[src/hw/rtl/gph_pkg.sv]
`timescale 1ns / 1ps
// ----------------------------------------------------------------------------
// gph_pkg
// Shared types, field widths and constants of the lock-in gain/phase block.
// ----------------------------------------------------------------------------
package gph_pkg;

	localparam int IN_TDATA_W  = 176;
	localparam int IN_TUSER_W  = 2;
	localparam int OUT_TDATA_W = 80;

	localparam int MAG_W  = 24;
	localparam int PH_W   = 17;
	localparam int GAIN_W = 16;
	localparam int ACC_W  = 64;
	localparam int N_W    = 32;
	localparam int D_W    = 39;
	localparam int S_W    = 128;
	localparam int R_W    = 162;
	localparam int ROOT_W = 81;
	localparam int REM_W  = 83;
	localparam int X_W    = 34;
	localparam int Z_W    = 29;
	localparam int Y_W    = 31;
	localparam int L_W    = 21;
	localparam int WORD_W = 1 + PH_W + MAG_W;

	localparam int SQ_STEPS   = 6;
	localparam int SQRT_STEPS = 81;
	localparam int DIV_STEPS  = 24;
	localparam int LOG_STEPS  = 16;

	localparam logic [1:0] CMD_MEASURE = 2'd0;
	localparam logic [1:0] CMD_STORE   = 2'd1;
	localparam logic [1:0] CMD_CLEAR   = 2'd2;

	localparam logic signed [PH_W-1:0] PH_90  = 17'sd23040;
	localparam logic signed [PH_W-1:0] PH_180 = 17'sd46080;
	localparam logic signed [19:0]     DB_PER_OCT = 20'sd394566;

	typedef struct packed {
		logic load;
		logic sq_mul;
		logic sqrt_init;
		logic sqrt_step;
		logic div_init;
		logic div_step;
		logic norm_step;
		logic cord_init;
		logic cord_step;
		logic log_init;
		logic log_step;
		logic log_sel;
		logic log_keep;
		logic gain_mul;
		logic gain_rnd;
		logic finish;
		logic clr_wr;
	} ctl_cmd_t;

	typedef struct packed {
		logic norm_done;
		logic has;
		logic out_free;
		logic clear_cmd;
	} ctl_sts_t;

	// arctan(2^-i) in degrees, Q20
	function automatic logic [26:0] atan_q20(input logic [4:0] i);
		logic [26:0] v;
		case (i)
			5'd0:  v = 27'd47185920;
			5'd1:  v = 27'd27855475;
			5'd2:  v = 27'd14718068;
			5'd3:  v = 27'd7471121;
			5'd4:  v = 27'd3750058;
			5'd5:  v = 27'd1876857;
			5'd6:  v = 27'd938658;
			5'd7:  v = 27'd469357;
			5'd8:  v = 27'd234682;
			5'd9:  v = 27'd117342;
			5'd10: v = 27'd58671;
			5'd11: v = 27'd29335;
			5'd12: v = 27'd14668;
			5'd13: v = 27'd7334;
			5'd14: v = 27'd3667;
			5'd15: v = 27'd1833;
			5'd16: v = 27'd917;
			5'd17: v = 27'd458;
			5'd18: v = 27'd229;
			5'd19: v = 27'd115;
			5'd20: v = 27'd57;
			5'd21: v = 27'd29;
			5'd22: v = 27'd14;
			5'd23: v = 27'd7;
			5'd24: v = 27'd4;
			5'd25: v = 27'd2;
			5'd26: v = 27'd1;
			default: v = 27'd0;
		endcase
		return v;
	endfunction

endpackage

[src/hw/rtl/gph_ctrl.sv]
`timescale 1ns / 1ps
// ----------------------------------------------------------------------------
// gph_ctrl
// Sequencer: walks one result through square, root, divide, normalize, cordic
// and, with a baseline, log and gain; sweeps the baseline table on clear.
// ----------------------------------------------------------------------------
module gph_ctrl #(
	parameter int POINT_SLOTS  = 64,
	parameter int CORDIC_STEPS = 24
) (
	input  logic                clk,
	input  logic                arst_n,
	input  logic                in_valid,
	output logic                in_ready,
	input  gph_pkg::ctl_sts_t   sts,
	output gph_pkg::ctl_cmd_t   cmd,
	output logic [((($clog2(POINT_SLOTS)) > 7) ? $clog2(POINT_SLOTS) : 7)-1:0] step
);

	localparam int IDX_W = $clog2(POINT_SLOTS);
	localparam int CNT_W = (IDX_W > 7) ? IDX_W : 7;

	localparam logic [3:0] S_CLR  = 4'd0;
	localparam logic [3:0] S_IDLE = 4'd1;
	localparam logic [3:0] S_SQ   = 4'd2;
	localparam logic [3:0] S_SQRT = 4'd3;
	localparam logic [3:0] S_DIV  = 4'd4;
	localparam logic [3:0] S_NORM = 4'd5;
	localparam logic [3:0] S_CORD = 4'd6;
	localparam logic [3:0] S_LOGA = 4'd7;
	localparam logic [3:0] S_LOGB = 4'd8;
	localparam logic [3:0] S_GAIN = 4'd9;
	localparam logic [3:0] S_FIN  = 4'd10;

	logic [3:0]       state_q, state_d;
	logic [CNT_W-1:0] step_q, step_d;
	logic             first;

	assign step  = step_q;
	assign first = (step_q == '0);

	always_comb begin
		state_d  = state_q;
		step_d   = step_q + CNT_W'(1);
		cmd      = '0;
		in_ready = (state_q == S_IDLE);
		unique case (state_q)
			S_CLR: begin
				cmd.clr_wr = 1'b1;
				if (step_q == CNT_W'(POINT_SLOTS - 1)) begin
					state_d = S_IDLE;
					step_d  = '0;
				end
			end
			S_IDLE: begin
				step_d = '0;
				if (in_valid) begin
					cmd.load = 1'b1;
					state_d  = S_SQ;
				end
			end
			S_SQ: begin
				cmd.sq_mul = (step_q < CNT_W'(gph_pkg::SQ_STEPS));
				if (step_q == CNT_W'(gph_pkg::SQ_STEPS)) begin
					state_d = S_SQRT;
					step_d  = '0;
				end
			end
			S_SQRT: begin
				cmd.sqrt_init = first;
				cmd.sqrt_step = !first;
				if (step_q == CNT_W'(gph_pkg::SQRT_STEPS)) begin
					state_d = S_DIV;
					step_d  = '0;
				end
			end
			S_DIV: begin
				cmd.div_init = first;
				cmd.div_step = !first;
				if (step_q == CNT_W'(gph_pkg::DIV_STEPS)) begin
					state_d = S_NORM;
					step_d  = '0;
				end
			end
			S_NORM: begin
				step_d = '0;
				cmd.norm_step = !sts.norm_done;
				if (sts.norm_done) begin
					state_d = S_CORD;
				end
			end
			S_CORD: begin
				cmd.cord_init = first;
				cmd.cord_step = !first;
				if (step_q == CNT_W'(CORDIC_STEPS)) begin
					state_d = sts.has ? S_LOGA : S_FIN;
					step_d  = '0;
				end
			end
			S_LOGA: begin
				cmd.log_init = first;
				cmd.log_step = !first;
				if (step_q == CNT_W'(gph_pkg::LOG_STEPS)) begin
					state_d = S_LOGB;
					step_d  = '0;
				end
			end
			S_LOGB: begin
				cmd.log_sel  = 1'b1;
				cmd.log_keep = first;
				cmd.log_init = first;
				cmd.log_step = !first;
				if (step_q == CNT_W'(gph_pkg::LOG_STEPS)) begin
					state_d = S_GAIN;
					step_d  = '0;
				end
			end
			S_GAIN: begin
				cmd.gain_mul = first;
				cmd.gain_rnd = !first;
				if (!first) begin
					state_d = S_FIN;
					step_d  = '0;
				end
			end
			S_FIN: begin
				step_d = '0;
				if (sts.out_free) begin
					cmd.finish = 1'b1;
					state_d    = sts.clear_cmd ? S_CLR : S_IDLE;
				end
			end
			default: begin
				state_d = S_CLR;
				step_d  = '0;
			end
		endcase
	end

	always_ff @(posedge clk or negedge arst_n) begin
		if (!arst_n) begin
			state_q <= S_CLR;
			step_q  <= '0;
		end else begin
			state_q <= state_d;
			step_q  <= step_d;
		end
	end

	a_no_back_to_back: assert property (@(posedge clk) disable iff (!arst_n)
		cmd.load |=> !in_ready)
		else $error("input taken twice in a row");

	a_finish_free: assert property (@(posedge clk) disable iff (!arst_n)
		cmd.finish |-> sts.out_free)
		else $error("result loaded over a pending transfer");

	a_sqrt_bound: assert property (@(posedge clk) disable iff (!arst_n)
		(state_q == S_SQRT) |-> (step_q <= CNT_W'(gph_pkg::SQRT_STEPS)))
		else $error("root step count overran");

endmodule

[config.mk]
export PLATFORM = sky130hd
export DESIGN_NAME = gph_ctrl
export DESIGN_NICKNAME = d
export VERILOG_FILES = /design/src/hw/rtl/gph_pkg.sv /design/src/hw/rtl/gph_ctrl.sv
export SDC_FILE = /design/constraint.sdc
export NUM_CORES = 1
export LEC_CHECK = 0
export BUFFER_PORTS_ARGS = -buffer_cell sky130_fd_sc_hd__buf_4
export CELL_PAD_IN_SITES_DETAIL_PLACEMENT = 1
export CELL_PAD_IN_SITES_GLOBAL_PLACEMENT = 2
export CORE_MARGIN = 3
export CORE_UTILIZATION = 25
export DETAILED_ROUTE_END_ITERATION = 12
export PLACE_DENSITY_LB_ADDON = 0.1
export SETUP_SLACK_MARGIN = 0.4
export SLEW_MARGIN = 10
export SYNTH_ARGS = -nofsm -noshare
export SYNTH_HDL_FRONTEND = slang
export SYNTH_SLANG_ARGS = --single-unit
[constraint.sdc]
create_clock -name clk -period 2.8 [get_ports clk]
set_input_delay 0.28 -clock clk [delete_from_list [all_inputs] [get_ports clk]]
set_output_delay 0.28 -clock clk [all_outputs]
set_load 0.01 [all_outputs]
* Word level (Yosys, flattened, before mapping)
Index checks and enable logic that the tools add are counted.
** Word-level totals
- Logic and storage cells :: 71
- Bits in registers :: 11
- Output and inout port bits :: 25
- Bits of input ports :: 7
** Cells by class
- Reduce and logical (&&, ||, !) cells :: 7
- Muxes and demuxes :: 34
- Equal/unequal tests :: 26
- $lt $le $gt $ge :: 1
- $add $sub $neg :: 1
** Operator list (count)
- $mux W4 :: 12
- $pmux W4 S11 :: 1
- $mux W7 :: 6
- $pmux W7 S6 :: 1
- $ne A2 B2 Y1 const B :: 11
- $eq A4 B3 Y1 const B :: 4
- $eq A7 B5 Y1 const B :: 2
- $eq A4 B4 Y1 const B :: 3
- $mux W2 :: 6
- $reduce_and A11 Y1 :: 1
- $eq A4 B2 Y1 const B :: 2
- $mux W1 :: 8
- $add A7 B1 Y7 const B :: 1
- $eq A7 B3 Y1 const B :: 1
- $eq A7 B6 Y1 const B :: 1
- $eq A7 B7 Y1 const B :: 1
- $logic_not A7 Y1 :: 1
- $lt A7 B3 Y1 const B :: 1
- $eq A4 B1 Y1 const B :: 1
- $logic_not A4 Y1 :: 1
- $reduce_or A2 Y1 :: 2
- $logic_not A1 Y1 :: 2

* Logic depth before layout (Yosys ltp)
- Depth in word-level cells :: 3
- Gate-level depth with buffers :: 8
- Mapped depth without buffers :: 7

* Worst setup path after synthesis
Ideal clock, no wire load.
- Kind :: reg2reg
- From :: reg step_q[0], in the netlist step[0]
- To :: reg state_q[3]
- Arrival :: 2.169 ns
- Stages on the path, launching flop included :: 9
- Clock period less this slack :: 2.261 ns
- Setup slack :: 0.539 ns
- Required time :: 2.708 ns
- Path buffers :: 1
- Setup time :: 0.092 ns
- Cell sequence :: dfrtp_1 > inv_1 > ha_1 > and2b_1 > a311oi_1 > or4_1 > buf_2 > or3_4 > o31ai_2
** Between the ends
- Word-level cells in the longest chain between the ends :: 3
- Elaborated cells on any way between the ends :: 15
- Those cells by class :: 13 x eq/ne; 2 x reduce/logical
** RTL lines
- from (decl) :: RTL line gph_ctrl.sv:36 : logic [CNT_W-1:0] step_q, step_d;
- from (signal assigned) :: RTL line gph_ctrl.sv:146 : step_q <= step_d;
- $eq A7 B5 Y1, or another cell as far along :: RTL line gph_ctrl.sv:103, gph_ctrl.sv:113
- $ne A2 B2 Y1 (no source line)
- $reduce_and A11 Y1 (no source line) (*)
- to (signal assigned) :: RTL line gph_ctrl.sv:145 : state_q <= state_d;
- to (decl) :: RTL line gph_ctrl.sv:35 : logic [3:0] state_q, state_d;
Every way passes the cells marked *; elsewhere a longest branch is shown, timed or not.
A chain may end at the register's enable or synchronous reset.

* Worst setup path in the final report
- From :: reg step_q[3], in the netlist step[3]
- To :: reg state_q[3]
Same word-level chain as after synthesis.

==> results.sh <==
export IMPL_antenna_found_initial=0
export IMPL_place_hpwl_mm=2.37
export IMPL_cts_tree="done"
export IMPL_via_count=1030
export IMPL_grt_pass1_vias=1018
export IMPL_antenna_cells=0
export IMPL_ir_drop_mv=0.435
export IMPL_clk_pin_slew_ns=0.06
export IMPL_fillCellCount=430
export IMPL_drive_gt1_share_pct=36.4
export IMPL_setup_tns_final_ns=0
export IMPL_fin_crit_sh_pct=81.9
export IMPL_multi_input_area_sq_um=612
export IMPL_critPathArrivalTime_ns=2.44
export IMPL_placementRows=21
export IMPL_die_area_sq_um=4480
export IMPL_hold_path_class="in -> reg"
export IMPL_cts_max_level=1
export IMPL_clk_root_buffer_cell="clkbuf_8"
export IMPL_grt_pass1_wl_mm=5.06
export IMPL_final_hold_viol_count=0
export IMPL_rsz0062_at_grt="false"
export IMPL_avgSynthCellArea_sq_um=8.22
export IMPL_setup_violations=0
export IMPL_gp_congestion=0.780
export IMPL_cts_made_buffers=3
export IMPL_clock_fmax_mhz=436
export IMPL_worstMarginPinSlew_ns=0.603
export IMPL_synth_fp_nets=124
export IMPL_drc=0
export IMPL_vias_per_cell=5.23
export IMPL_cp_start_kind="register"
export IMPL_seq_area_sq_um=279
export IMPL_leakage_nw=0.595
export IMPL_drtIter0Drc=33
export IMPL_ant_nets=0
export IMPL_status="finished clean"
export IMPL_wire_per_inst_microns=16.2
export IMPL_stdcell_count=197
export IMPL_power_density_nw_per_um2=1100
export IMPL_coreArea_sq_um=3470
export IMPL_die_y_microns=66.9
export IMPL_critical_path_max_fanout=8
export IMPL_syn_area_sq_um=928
export IMPL_synth_area_leader_cell="dfrtp_1"
export IMPL_drt_pass1_iterations=4
export IMPL_fin_crit_ns=2.29
export IMPL_synth_cell_type_count=46
export IMPL_synthArstFlopShare_pct=100
export IMPL_synth_seq_cells=11
export IMPL_crit_required_ns=2.95
export IMPL_clock_sinks=11
export IMPL_io_buffers=31
export IMPL_grt_max_degree=15
export IMPL_placed_cells=190
export IMPL_syn_inst=113
export IMPL_nNetsFinal=163
export IMPL_synth_edff_count=0
export IMPL_end_kind="register"
export IMPL_placed_area_sq_um=1220
export IMPL_clk_latency_ns=0.25
export IMPL_yosys_warnings=0
export IMPL_clockBufferDepth=2
export IMPL_overflow=0
export IMPL_crit_type="reg -> reg"
export IMPL_grt_use_total_pct=15.0
export IMPL_slew_violations=0
export IMPL_clock_skew_ns=0.00600
export IMPL_wirelength_mm=3.20
export IMPL_areaGrowthSynthToFinish_pct=42.0
export IMPL_synthFlopType="dfrtp_1"
export IMPL_synthTopCellsByArea="dfrtp_1, nor2_1, ha_1, nor3_1, nand2b_1"
export IMPL_ios=32
export IMPL_slew_headroom_pct=59.4
export IMPL_dieWidth_microns=66.9
export IMPL_start_util_pct=26.8
export IMPL_seq_area_frac_synth_pct=29.6
export IMPL_final_area_sq_um=1320
export IMPL_synth_top_cell_area_share_pct=29.6
export IMPL_maxCapViolations=0
state kept, by name, summed over array words and instances, names as in the netlist:
| name | cells |
|---|---|
| state_q | 4 |
| step | 7 |
worst max-delay path, stage by stage, from the launching register on:
cell,delay (ns)
dfrtp_1,0.50
nor4_4,0.32
a31oi_1,0.14
or4_4,0.60
or3_4,0.42
o31ai_2,0.21
layout by cell type (no fill, tap or decap), types with 2 or more instances in the layout:
cell type / netlist / layout
inv_1: 6 / 6
dfrtp_1: 11 / 8
buf_4: 0 / 39
nand3_1: 3 / 3
nand4_1: 2 / 2
a31oi_1: 3 / 3
ha_1: 4 / 4
clkbuf_8: 0 / 3
nor3_1: 9 / 9
nor2b_1: 2 / 2
nand2b_1: 5 / 5
o31ai_1: 2 / 2
a21oi_1: 3 / 3
nand2_1: 4 / 4
dfrtp_2: 0 / 3
nor4_1: 4 / 4
o21ai_0: 4 / 4
nor2_1: 14 / 14
xor2_1: 3 / 3
cells by family after synthesis:
group,count (synthesis),synth area share (%)
AO/OA/AOI/OAI,23,17.3
XOR/XNOR,4,3.77
adder cells (fa/ha/maj),4,5.39
buffers and inverters,12,6.60
flip-flops,11,29.6
AND/OR/NAND/NOR,59,37.3
timing repair:
action                                  4_1_cts  5_1_grt
endpoints found under the hold margin        11        0
endpoints found under the setup margin        2        4
setup buffers                                 0        2
hold buffers                                  1        0
gates resized for setup                       1        7
cloned                                        0        0
pin swaps                                     0        1
final timing paths:
check | to | slack, ns | from | cells past startpoint
worst max-delay path | state_q[3] | 0.51 | step[3] | 5
worst min-delay path | state_q[0] | 0.36 | sts[0] | 4
worst max register to register | state_q[3] | 0.51 | step[3] | 5
worst min register to register | step[0] | 0.54 | step[0] | 1
max in group asynchronous | step[1] | 2.21 | arst_n | 2
min in group asynchronous | step[4] | 0.41 | arst_n | 2
report_power, final:
| part | internal, mW | switching (mW) | leakage [nW] | total, mW |
|---|---|---|---|---|
| clock network | 0.100 | 0.0664 | 0.0228 | 0.167 |
| registers | 0.215 | 0.0990 | 0.140 | 0.314 |
| logic | 0.426 | 0.537 | 0.432 | 0.963 |
| total | 0.742 | 0.703 | 0.595 | 1.44 |
cells in the mapped netlist (all sizes together), types with 2 or more instances:
cell and count:
ha 4, clkbuf 3, o21ai 5, nand2 4, or4 2, nand2b 5, nor4 5, or3 2
xor2 3, a21oi 3, nor2b 2, and2 2, dfrtp 11, nor3 10, nand4 2, nand3 3
inv 6, buf 3, nor2 14, a31oi 3, o31ai 3
cell type report:
type                    count  area share [%]
clock buffers               4            3.42
flip-flops and latches     11            21.2
repair buffers             40            23.0
well taps                  46            4.36
inverters                   6            1.71
multi-input cells          90            46.4
through the flow:
step	total power, mW	utilization [%]	setup slack (ns)	hold WS [ns]
2_1_floorplan	0.859	-	0.539	-0.0156
3_3_place_gp	1.20	35.3	0.464	0.123
3_5_place_dp	1.21	35.3	0.334	0.124
4_1_cts	1.40	37.0	0.477	0.369
5_1_grt	1.58	38.0	0.399	0.386
6_report	1.44	38.0	0.507	0.358
metal layers:
layer  routed length, microns  vias to the layer above  share of wire [%]  GRT usage (%)
li1                         -                      496                  -              -
met1                     1550                      494                 49           22.0
met2                     1410                       33                 44           21.3
met3                      179                        7                5.6           2.36
met4                       54                        0                1.7           6.58
met5                        0                        -                  0              0
Note: power is estimated with default switching activity, not from simulation.
